[src/design/upm_pkg.sv]
// Package for the RGBA8 alpha unpremultiply pipeline.
// Holds the channel types, pipeline word layout and the restoring divide step.
// No dependencies; every other design file uses it.
package upm_pkg;

  localparam int unsigned ChanW           = 8;
  localparam int unsigned NumCh           = 3;
  localparam int unsigned DivBitsPerStage = 2;
  localparam int unsigned NumDivStages    = ChanW / DivBitsPerStage;
  // prep stage + divide stages + output register
  localparam int unsigned PipeDepth       = NumDivStages + 2;

  localparam int unsigned IdxRed   = 0;
  localparam int unsigned IdxGreen = 1;
  localparam int unsigned IdxBlue  = 2;

  localparam logic [ChanW-1:0] ChanMax  = 8'd255;
  localparam logic [ChanW-1:0] ChanZero = 8'd0;

  typedef logic [ChanW-1:0] chan_t;

  // Per-channel divider state: partial remainder, numerator bits not yet
  // consumed (MSB first), quotient bits so far, and the saturate flag.
  typedef struct packed {
    chan_t rem;
    chan_t num_lo;
    chan_t quot;
    logic  sat;
  } div_lane_t;

  typedef struct packed {
    div_lane_t [NumCh-1:0] lane;
    chan_t                 alpha;
    logic                  zero;
    logic                  last;
  } div_word_t;

  typedef struct packed {
    chan_t rem;
    logic  qbit;
  } div_step_t;

  // One restoring division step: shift in a numerator bit, subtract if it fits.
  function automatic div_step_t div_step(chan_t rem, logic nbit, chan_t den);
    logic [ChanW:0] trial;
    div_step_t      res;
    trial = {rem, nbit};
    if (trial >= {1'b0, den}) begin
      res.rem  = ChanW'(trial - {1'b0, den});
      res.qbit = 1'b1;
    end else begin
      res.rem  = trial[ChanW-1:0];
      res.qbit = 1'b0;
    end
    return res;
  endfunction

endpackage

[src/design/upm_if.sv]
// Pixel channel interfaces for the alpha unpremultiply block.
// Depends on upm_pkg for the channel type.
interface upm_in_if;
  logic           valid;
  logic           ready;
  upm_pkg::chan_t red_in;
  upm_pkg::chan_t green_in;
  upm_pkg::chan_t blue_in;
  upm_pkg::chan_t alpha_in;
  logic           last_in;

  modport source (output valid, red_in, green_in, blue_in, alpha_in, last_in,
                  input ready);
  modport sink   (input valid, red_in, green_in, blue_in, alpha_in, last_in,
                  output ready);
endinterface

interface upm_out_if;
  logic           valid;
  logic           ready;
  upm_pkg::chan_t red_out;
  upm_pkg::chan_t green_out;
  upm_pkg::chan_t blue_out;
  upm_pkg::chan_t alpha_out;
  logic           last_out;

  modport source (output valid, red_out, green_out, blue_out, alpha_out, last_out,
                  input ready);
  modport sink   (input valid, red_out, green_out, blue_out, alpha_out, last_out,
                  output ready);
endinterface

[src/design/upm_prep.sv]
// Input stage: forms the rounded numerator c*255 + alpha/2 per channel and
// the saturate / transparent flags. Depends on upm_pkg and upm_in_if.
module upm_prep (
  input  logic                  clk_i,
  input  logic                  rst_ni,
  upm_in_if.sink                in_i,
  output logic                  valid_o,
  input  logic                  ready_i,
  output upm_pkg::div_word_t    data_o
);

  logic               valid_q;
  upm_pkg::div_word_t data_d, data_q;
  upm_pkg::chan_t     chan [upm_pkg::NumCh];

  assign chan[upm_pkg::IdxRed]   = in_i.red_in;
  assign chan[upm_pkg::IdxGreen] = in_i.green_in;
  assign chan[upm_pkg::IdxBlue]  = in_i.blue_in;

  always_comb begin
    logic [2*upm_pkg::ChanW-1:0] num;
    data_d       = '0;
    data_d.alpha = in_i.alpha_in;
    data_d.zero  = (in_i.alpha_in == upm_pkg::ChanZero);
    data_d.last  = in_i.last_in;
    for (int unsigned i = 0; i < upm_pkg::NumCh; i++) begin
      // c*255 = (c << 8) - c; max total 65152 fits in 16 bits
      num = {chan[i], upm_pkg::ChanZero}
          - {upm_pkg::ChanZero, chan[i]}
          + {upm_pkg::ChanZero, 1'b0, in_i.alpha_in[upm_pkg::ChanW-1:1]};
      // quotient fits in 8 bits only when the high half is below alpha,
      // which holds exactly when c <= alpha
      data_d.lane[i].rem    = num[2*upm_pkg::ChanW-1:upm_pkg::ChanW];
      data_d.lane[i].num_lo = num[upm_pkg::ChanW-1:0];
      data_d.lane[i].quot   = upm_pkg::ChanZero;
      data_d.lane[i].sat    = (chan[i] >= in_i.alpha_in);
    end
  end

  assign in_i.ready = !valid_q || ready_i;

  always_ff @(posedge clk_i or negedge rst_ni) begin
    if (!rst_ni) begin
      valid_q <= 1'b0;
    end else if (in_i.ready) begin
      valid_q <= in_i.valid;
    end
  end

  always_ff @(posedge clk_i) begin
    if (in_i.ready && in_i.valid) begin
      data_q <= data_d;
    end
  end

  assign valid_o = valid_q;
  assign data_o  = data_q;

endmodule

[src/design/upm_div_stage.sv]
// One divider stage: two restoring division steps on all three channels.
// Depends on upm_pkg.
module upm_div_stage (
  input  logic                  clk_i,
  input  logic                  rst_ni,
  input  logic                  valid_i,
  output logic                  ready_o,
  input  upm_pkg::div_word_t    data_i,
  output logic                  valid_o,
  input  logic                  ready_i,
  output upm_pkg::div_word_t    data_o
);

  logic               valid_q;
  upm_pkg::div_word_t data_d, data_q;

  always_comb begin
    upm_pkg::div_step_t st;
    data_d = data_i;
    for (int unsigned i = 0; i < upm_pkg::NumCh; i++) begin
      for (int unsigned k = 0; k < upm_pkg::DivBitsPerStage; k++) begin
        st = upm_pkg::div_step(data_d.lane[i].rem,
                               data_d.lane[i].num_lo[upm_pkg::ChanW-1],
                               data_d.alpha);
        data_d.lane[i].rem    = st.rem;
        data_d.lane[i].num_lo = {data_d.lane[i].num_lo[upm_pkg::ChanW-2:0], 1'b0};
        data_d.lane[i].quot   = {data_d.lane[i].quot[upm_pkg::ChanW-2:0], st.qbit};
      end
    end
  end

  assign ready_o = !valid_q || ready_i;

  always_ff @(posedge clk_i or negedge rst_ni) begin
    if (!rst_ni) begin
      valid_q <= 1'b0;
    end else if (ready_o) begin
      valid_q <= valid_i;
    end
  end

  always_ff @(posedge clk_i) begin
    if (ready_o && valid_i) begin
      data_q <= data_d;
    end
  end

  assign valid_o = valid_q;
  assign data_o  = data_q;

endmodule

[src/design/upm_out.sv]
// Output register: applies saturation and the transparent-pixel rule, then
// drives the result channel. Depends on upm_pkg and upm_out_if.
module upm_out (
  input  logic                  clk_i,
  input  logic                  rst_ni,
  input  logic                  valid_i,
  output logic                  ready_o,
  input  upm_pkg::div_word_t    data_i,
  upm_out_if.source             out_o
);

  logic           valid_q;
  upm_pkg::chan_t chan_d [upm_pkg::NumCh];
  upm_pkg::chan_t chan_q [upm_pkg::NumCh];
  upm_pkg::chan_t alpha_d, alpha_q;
  logic           last_q;

  always_comb begin
    for (int unsigned i = 0; i < upm_pkg::NumCh; i++) begin
      if (data_i.zero) begin
        chan_d[i] = upm_pkg::ChanZero;
      end else if (data_i.lane[i].sat) begin
        chan_d[i] = upm_pkg::ChanMax;
      end else begin
        chan_d[i] = data_i.lane[i].quot;
      end
    end
    alpha_d = data_i.zero ? upm_pkg::ChanZero : data_i.alpha;
  end

  assign ready_o = !valid_q || out_o.ready;

  always_ff @(posedge clk_i or negedge rst_ni) begin
    if (!rst_ni) begin
      valid_q <= 1'b0;
    end else if (ready_o) begin
      valid_q <= valid_i;
    end
  end

  always_ff @(posedge clk_i) begin
    if (ready_o && valid_i) begin
      chan_q  <= chan_d;
      alpha_q <= alpha_d;
      last_q  <= data_i.last;
    end
  end

  assign out_o.valid     = valid_q;
  assign out_o.red_out   = chan_q[upm_pkg::IdxRed];
  assign out_o.green_out = chan_q[upm_pkg::IdxGreen];
  assign out_o.blue_out  = chan_q[upm_pkg::IdxBlue];
  assign out_o.alpha_out = alpha_q;
  assign out_o.last_out  = last_q;

endmodule

[src/design/rgba8_alpha_unpremultiply.sv]
// RGBA8 alpha unpremultiply, top level.
// Channels: in_i takes one premultiplied pixel (red_in, green_in, blue_in,
// alpha_in, last_in) per transaction; out_o returns the straight-alpha pixel
// with the last flag carried alongside. Each color becomes
// (c*255 + alpha/2) / alpha, saturated at 255; alpha zero gives all zeros.
// Pipeline: one prep stage, four divider stages at two quotient bits each
// and one output register. Throughput, while out_o takes every result:
// one pixel per cycle; the 8-step restoring divide is spread
// over the four divider stages, so no unit is shared between pixels.
// Reset clears every stage valid bit; the pipeline comes up empty and ready.
// When the receiver stalls, the output holds its transaction and stages
// upstream keep filling any empty slots; in_i.ready drops only once every
// stage holds a pixel. Nothing is lost or repeated across a stall.
// Depends on upm_pkg, upm_if, upm_prep, upm_div_stage and upm_out.
module rgba8_alpha_unpremultiply (
  input  logic       clk_i,
  input  logic       rst_ni,
  upm_in_if.sink     in_i,
  upm_out_if.source  out_o
);

  logic               stg_valid [upm_pkg::NumDivStages+1];
  logic               stg_ready [upm_pkg::NumDivStages+1];
  upm_pkg::div_word_t stg_data  [upm_pkg::NumDivStages+1];

  upm_prep u_prep (
    .clk_i   (clk_i),
    .rst_ni  (rst_ni),
    .in_i    (in_i),
    .valid_o (stg_valid[0]),
    .ready_i (stg_ready[0]),
    .data_o  (stg_data[0])
  );

  for (genvar k = 0; k < upm_pkg::NumDivStages; k++) begin : g_div
    upm_div_stage u_div (
      .clk_i   (clk_i),
      .rst_ni  (rst_ni),
      .valid_i (stg_valid[k]),
      .ready_o (stg_ready[k]),
      .data_i  (stg_data[k]),
      .valid_o (stg_valid[k+1]),
      .ready_i (stg_ready[k+1]),
      .data_o  (stg_data[k+1])
    );
  end

  upm_out u_out (
    .clk_i   (clk_i),
    .rst_ni  (rst_ni),
    .valid_i (stg_valid[upm_pkg::NumDivStages]),
    .ready_o (stg_ready[upm_pkg::NumDivStages]),
    .data_i  (stg_data[upm_pkg::NumDivStages]),
    .out_o   (out_o)
  );

endmodule

[src/flat_wrapper.sv]
// flat-port wrapper written by rule: the top's interface ports become plain ports
module rgba8_alpha_unpremultiply_flat 
  (clk_i, rst_ni, in_i_valid, in_i_red_in, in_i_green_in, in_i_blue_in, in_i_alpha_in, in_i_last_in, in_i_ready, out_o_valid, out_o_red_out, out_o_green_out, out_o_blue_out, out_o_alpha_out, out_o_last_out, out_o_ready);
  upm_in_if in_i_i ();
  upm_out_if out_o_i ();
  input  logic clk_i;
  input  logic rst_ni;
  input wire logic [$bits(in_i_i.valid)-1:0] in_i_valid;
  input wire logic [$bits(in_i_i.red_in)-1:0] in_i_red_in;
  input wire logic [$bits(in_i_i.green_in)-1:0] in_i_green_in;
  input wire logic [$bits(in_i_i.blue_in)-1:0] in_i_blue_in;
  input wire logic [$bits(in_i_i.alpha_in)-1:0] in_i_alpha_in;
  input wire logic [$bits(in_i_i.last_in)-1:0] in_i_last_in;
  output wire logic [$bits(in_i_i.ready)-1:0] in_i_ready;
  output wire logic [$bits(out_o_i.valid)-1:0] out_o_valid;
  output wire logic [$bits(out_o_i.red_out)-1:0] out_o_red_out;
  output wire logic [$bits(out_o_i.green_out)-1:0] out_o_green_out;
  output wire logic [$bits(out_o_i.blue_out)-1:0] out_o_blue_out;
  output wire logic [$bits(out_o_i.alpha_out)-1:0] out_o_alpha_out;
  output wire logic [$bits(out_o_i.last_out)-1:0] out_o_last_out;
  input wire logic [$bits(out_o_i.ready)-1:0] out_o_ready;
  assign in_i_i.valid = in_i_valid;
  assign in_i_i.red_in = in_i_red_in;
  assign in_i_i.green_in = in_i_green_in;
  assign in_i_i.blue_in = in_i_blue_in;
  assign in_i_i.alpha_in = in_i_alpha_in;
  assign in_i_i.last_in = in_i_last_in;
  assign in_i_ready = in_i_i.ready;
  assign out_o_valid = out_o_i.valid;
  assign out_o_red_out = out_o_i.red_out;
  assign out_o_green_out = out_o_i.green_out;
  assign out_o_blue_out = out_o_i.blue_out;
  assign out_o_alpha_out = out_o_i.alpha_out;
  assign out_o_last_out = out_o_i.last_out;
  assign out_o_i.ready = out_o_ready;
  rgba8_alpha_unpremultiply u_core (.clk_i(clk_i), .rst_ni(rst_ni), .in_i(in_i_i), .out_o(out_o_i));
endmodule
[config.mk]
export PLATFORM = sky130hd
export DESIGN_NAME = rgba8_alpha_unpremultiply_flat
export DESIGN_NICKNAME = d
export VERILOG_FILES = /design/src/design/upm_pkg.sv /design/src/design/upm_if.sv /design/src/design/upm_prep.sv /design/src/design/upm_div_stage.sv /design/src/design/upm_out.sv /design/src/design/rgba8_alpha_unpremultiply.sv /design/src/flat_wrapper.sv
export SDC_FILE = /design/constraint.sdc
export NUM_CORES = 1
export LEC_CHECK = 0
export ABC_CLOCK_PERIOD_IN_PS = 4400
export BUFFER_PORTS_ARGS = -buffer_cell sky130_fd_sc_hd__clkbuf_2
export CORE_MARGIN = 2
export CORE_UTILIZATION = 40
export DETAILED_ROUTE_END_ITERATION = 10
export MAX_ROUTING_LAYER = met4
export PLACE_DENSITY_LB_ADDON = 0.12
export SLEW_MARGIN = 20
export SYNTH_ARGS = -nofsm -noshare
export SYNTH_HDL_FRONTEND = slang
export SYNTH_SLANG_ARGS = --single-unit
[constraint.sdc]
create_clock -name clk_i -period 4.4 [get_ports clk_i]
set_clock_uncertainty 0.15 [all_clocks]
set_input_delay 1.32 -clock clk_i [delete_from_list [all_inputs] [get_ports clk_i]]
set_output_delay 1.32 -clock clk_i [all_outputs]
set_load 0.1 [all_outputs]
# After elaboration in Yosys (flattened, before gate mapping)

Index checks and enable logic that the tools add are counted.

Add/sub/neg operators: 27
Order comparisons: 27
Muxes and demuxes: 27
Reduce and logical (&&, ||, !) cells: 19

Operators by type and width:

| cell                                       | number |
|---|---|
| greater-or-equal comparator 9 x 8 -> 1 bit | 24 |
| two-way mux 9 bit                          | 21 |
| subtractor 8 bit                           | 21 |
| adder 16 x 7 -> 16 bit                     | 3 |
| subtractor 16 x 8 -> 16 bit                | 3 |
| greater-or-equal comparator 8 bit          | 3 |
| two-way mux 8 bit                          | 3 |
| zero test 8 bit                            | 1 |
| logical AND 1 bit                          | 6 |
| zero test 1 bit                            | 6 |
| logical OR 1 bit                           | 6 |
| two-way mux 1 bit                          | 3 |

Flip-flop bits (word level): 320
Bits of input ports: 37
Output and inout port bits: 35
Word-level logic and storage cells: 177

# Logic depth before layout (Yosys ltp)

Depth in word-level cells: 8
Gate-level depth with buffers: 19

# Hierarchy

From an unflattened synthesis, not the netlist that was laid out.

Cell total of the unflattened synthesis: 2153
Area, all modules: 25786.0 um^2

By module, submodules not included:

| module                                    | instances | cells each | area each (um^2) | seq. area each (um^2) |
|---|---|---|---|---|
| upm_div_stage (u_core.g_div[1].u_div ...) | 2         | 418        | 5106.1           | 2397.3 |
| upm_div_stage (u_core.g_div[2].u_div)     | 1         | 422        | 5124.9           | 2397.3 |
| upm_div_stage (u_core.g_div[0].u_div)     | 1         | 432        | 5089.9           | 2397.3 |
| upm_prep                                  | 1         | 364        | 4048.9           | 1856.8 |
| upm_out                                   | 1         | 99         | 1310.0           | 1016.0 |

# Worst setup path before layout

No wires, ideal clock.

Kind: in2reg
Start point: input out_o_ready
End point: register u_core.g_div[2].u_div.data_q, in the netlist u_core.g_div[2].u_div.data_o[0] (enable)
Setup time: 516 ps
Arrival time: 4518 ps
Data required time: 3734 ps
Slack: -784 ps
Stages on the path: 2
Buffers on the path: 0
Cells stage by stage: nor2b_1 > a31oi_1

Longest elaborated chain between the ends: 4

Ends and longest elaborated chain:

| item                           | line                | text |
|---|---|---|
| start: declaration             | flat_wrapper.sv:21  | `input wire logic [$bits(out_o_i.ready)-1:0] out_o_ready;` |
| logical OR 1 bit               | upm_out.sv:31       | `assign ready_o = !valid_q \|\| out_o.ready;` |
| logical OR 1 bit (2 in series) | upm_div_stage.sv:32 | `assign ready_o = !valid_q \|\| ready_i;` |
| logical AND 1 bit              | upm_div_stage.sv:43 | `if (ready_o && valid_i) begin` |
| end signal: assignment         | upm_div_stage.sv:44 | `data_q <= data_d;` |
| end: declaration               | upm_div_stage.sv:15 | `upm_pkg::div_word_t data_d, data_q;` |

Every way passes these cells.
A chain may end at the register's enable or synchronous reset.

==> metrics.md <==
| Metric | Value |
|---|---|
| Worst min path class | flop to flop |
| DRT iter0 DRCs | 536 |
| Ys async rst share | 1.88% |
| XOR/XNOR Fraction of Synth Area | 4.61% |
| Clock share of power | 17.0% |
| Yosys cell types | 66 |
| H-Tree Depth | 2 |
| Placed Area | 23300 µm² |
| Mapped Avg Cell Area | 11.0 µm² |
| WP data arrival | approximately 4.4 ns |
| Flops & latches, synth | 320 |
| Tcrit/Tclk final | 96.0% |
| Max-slew violations | 0 |
| Pin slew with the least headroom to its limit | 0.819 ns |
| Clock transition at the registers of the reported paths | 0.06 ns |
| Crit path from | u_core.u_prep.data_o[3]$_DFFE_PP_ |
| Initial Util | 40.3% |
| Inserted Clock Buffers | 39 |
| Final std cells w/o fill | between 2000 and 3000 |
| Psw | 0.00748 W |
| Hold Crit Start | u_core.g_div[2].u_div.data_o[16]$_DFFE_PP_ |
| Die Area | 54600 µm² |
| Drc violations | 0 |
| TritonCTS clock tree | yes |
| Post-synthesis sequential area ratio | 45.4% |
| Final Hold Fails | 0 |
| Detailed Place HPWL | 40700 µm |
| # setup viols final | 0 |
| Initial antenna violation count | 0 |
| Slowest-stage cell, CP | edfxtp_1 |
| EDFF count, synth | approximately 310 |
| Vias in the first global route | between 15000 and 20000 |
| Largest cells by area after synthesis | edfxtp_1 (45%), ha_1 (14%), mux2_2 (4.9%) |
| Worst path max stage delay | 0.42 ns |
| Layout Area Growth over Synthesis | 18.9% |
| Cell Area, Synth | roughly 21000 µm² |
| Core Region | around 52000 µm² |
| WHS | 0.259 ns |
| Final WL | around 51000 µm |
| Main combinational cell family by area after synthesis | adder cells |
| Layout cell share with drive strength beyond 1 | 20.1% |
| Startpoint Class | flop |
| Synthesized-area fraction occupied by and/or/nand/nor cells | 11.3% |
| Nets@finish | 2460 |
| First-pass GRT wire length | 81700 µm |
| Placer Congestion | 0.903 |
| CP Depth | 16 |
| Clk sink count | 320 |
| Inserted Diodes | 0 |
| Drt pass-1 iters | 4 |
| Vert. Die Dim | between 200 and 250 µm |
| Sw Ratio | between 30% and 40% |
| Min cycle time layout | 4.22 ns |
| Sequential power share | 26.7% |
| Cells after Synth | 1921 |
| Port Buffer Count | 71 |
| Reg2Reg Launch Point | u_core.u_prep.data_o[3]$_DFFE_PP_ |
| CP required | about 4.6 ns |
| Fmax | 237 MHz |
| Cell Chain, Critical Path | clkinvlp_4 > ha_1 > nor2b_1 > o211ai_1 > nand3b_1 > o2111a_2 > nor2_4 > mux2i_2 > ha_1 > nor2b_1 > o31a_1 > o21ai_1 > nand2b_1 > o311ai_4 > nand3_4 > mux2_4 |
| Post-synth top flop | edfxtp_1 |
| Slew margin rel. | 45.4% |
| Die width | between 200 and 250 µm |
| Worst setup path end | u_core.g_div[0].u_div.data_o[82]$_DFFE_PP_ |
| Root Buffer | clkbuf_16 |
| Status | complete, no violations |
| CP endpoint kind | flop |
| Internal power | between 0.01 and 0.015 W |
| Grt ovf | 0 |
| Peak supply drop | 365 µV |
| Commonest non-fill, non-tap cell in the layout | edfxtp_1 |
| Post-synthesis mux area share | 5.90% |
| Design area | 25100 µm² |
| Placed Cells incl. Taps | approximately 2800 |
| Remaining antenna violation count after routing | 0 |
| Row Count | 84 |
| Most frequent cells in the layout | edfxtp_1 (314), ha_1 (236), nor2_1 (174) |
| Syn Nets | 2219 |
| Ys Warns | 0 |
| Synth area leader | edfxtp_1 |
| Compound-cell area share of the yosys netlist | between 10% and 20% |
| Vias per inst | slightly above 5 |
| CP bufs+invs | 1 |
| Number of cells on the worst reg-to-reg path | 16 |
| Max clock buf depth | 3 |
| Combinational power share | 56.4% |
| Largest net degree at the start of global routing | slightly above 60 |
| I/O pin count | 72 |
| WS Path Type | flop to flop |
| Yosys top cell area share | approximately 45% |
| Pleak | 10.3 nW |
| RR Endpoint | u_core.g_div[0].u_div.data_o[82]$_DFFE_PP_ |
| Cts hold-fix bufs | 0 |
| Crit-path max FO | 7 |
| Max-cap violations | 0 |
| Reg-to-reg setup timing slack | 0.18 ns |
| Via Count | 14800 |
| DR WL/cell | 17.8 µm |
| Gr usage total | 19.8% |
| Post-synthesis adder-cell area fraction | between 15 and 20% |
| Worst-Skew Late Latency | 0.57 ns |
| Top Family by Delay on Critical Path | compound AO/OA/AOI/OAI gates |
| Pwr dens | approximately 800 nW/µm² |
cell usage after synthesis (all sizes together), types with 5 or more instances:
library cell and instances:
ha 237, o21bai 19, nor2 175, xor2 24, edfxtp 314, a211oi 15, mux2i 22, clkbuf 13
nand3 13, o21a 27, o31ai 7, a21oi 129, and2 5, a211o 7, nor2b 54, o31a 5
a311oi 5, fa 24, a21boi 29, nand4 34, buf 6, dfrtp 6, o2111ai 5, xnor2 87
mux2 91, nor3 40, or2 8, a41o 5, nand2 103, or3 11, a21o 25, nand2b 29
o21ai 113, inv 176, and4 6
worst register-to-register path, stage by stage (launching register included):
cell and delay, ns:
edfxtp_1 0.42, clkinvlp_4 0.12, ha_1 0.29, nor2b_1 0.15
o211ai_1 0.23, nand3b_1 0.15, o2111a_2 0.30, nor2_4 0.16
mux2i_2 0.26, ha_1 0.27, nor2b_1 0.15, o31a_1 0.25
o21ai_1 0.12, nand2b_1 0.12, o311ai_4 0.31, nand3_4 0.18
mux2_4 0.35
power by group through the flow:
stage               combinational [W]  clock [W]  sequential [W]
global placement               0.0104          0         0.00525
CTS                            0.0107    0.00342         0.00520
global route                   0.0123    0.00354         0.00528
finish                         0.0110    0.00331         0.00519
detailed placement             0.0105          0         0.00526
floorplan                     0.00751          0         0.00551
cells by family (layout without fill, tap and decap cells):
kind of cell,Yosys count,after routing
and+or+nand+nor,494,494
AOI/OAI and AO/OA,427,427
DFF,320,320
adders and majority gates,261,261
buffers and inverters,195,467
muxes,113,113
xor gates and xnor gates,111,111
per-stage QoR:
stage	power, W	util (%)	setup slack [ns]	setup TNS, ns
finish	0.0195	47.9	0.175	0
global route	0.0211	47.9	-0.0178	-0.0871
CTS	0.0193	47.3	-0.00216	-0.00216
detailed placement	0.0158	44.6	-0.129	-2.04
global placement	0.0157	44.6	-0.111	-1.51
floorplan	0.0130	-	0.0294	0
final cells by class:
type | instances | area [µm²]
Sequential cell | 320 | 9580
Clock buffer | 50 | 1040
Multi-Input combinational cell | 1406 | 11000
Inverter | 176 | 678
Fill cell | 4792 | 27300
Clock inverter | 22 | 302
Timing Repair Buffer | 219 | 1580
Tap cell | 688 | 861
worst min path at each step:
stage                                                       endpoint  slack (ns)  cells after the start
final                     u_core.g_div[3].u_div.data_o[18]$_DFFE_PP_        0.26                      0
after global routing      u_core.g_div[2].u_div.data_o[65]$_DFFE_PP_        0.27                      0
after CTS                 u_core.g_div[1].u_div.data_o[49]$_DFFE_PP_        0.27                      0
after detailed placement   u_core.g_div[1].u_div.data_o[0]$_DFFE_PP_        0.25                      0
after global placement     u_core.g_div[0].u_div.data_o[0]$_DFFE_PP_        0.25                      0
after floorplan            u_core.g_div[0].u_div.data_o[0]$_DFFE_PP_        0.25                      0
flip-flops by register name, indices dropped and copies added, names as in the netlist:
register,flops
u_core.u_out.out_o.green_out,8
u_core.u_prep.valid_o,1
u_core.u_out.out_o.red_out,8
u_core.g_div.u_div.valid_o,4
u_core.u_out.out_o.alpha_out,8
u_core.u_out.out_o.last_out,1
u_core.u_out.out_o.blue_out,8
u_core.u_prep.data_o,61
u_core.u_out.out_o.valid,1
u_core.g_div.u_div.data_o,220
metal layers:
layer | GRT usage, % | up-vias | routed length (µm)
met5 | - | - | 0
met4 | 6.41 | 0 | 1600
met3 | 2.73 | 92 | 1530
met2 | 34.1 | 251 | 25400
met1 | 23.9 | 6911 | 22700
li1 | - | 7546 | -
timing repair:
item                                    CTS  global route
gates cloned                              0             0
pin swaps                                 3            13
setup buffers                            10            11
gates resized for setup                   6            65
endpoints found under the setup margin   33            76
Note: power is estimated with default switching activity, not from simulation.
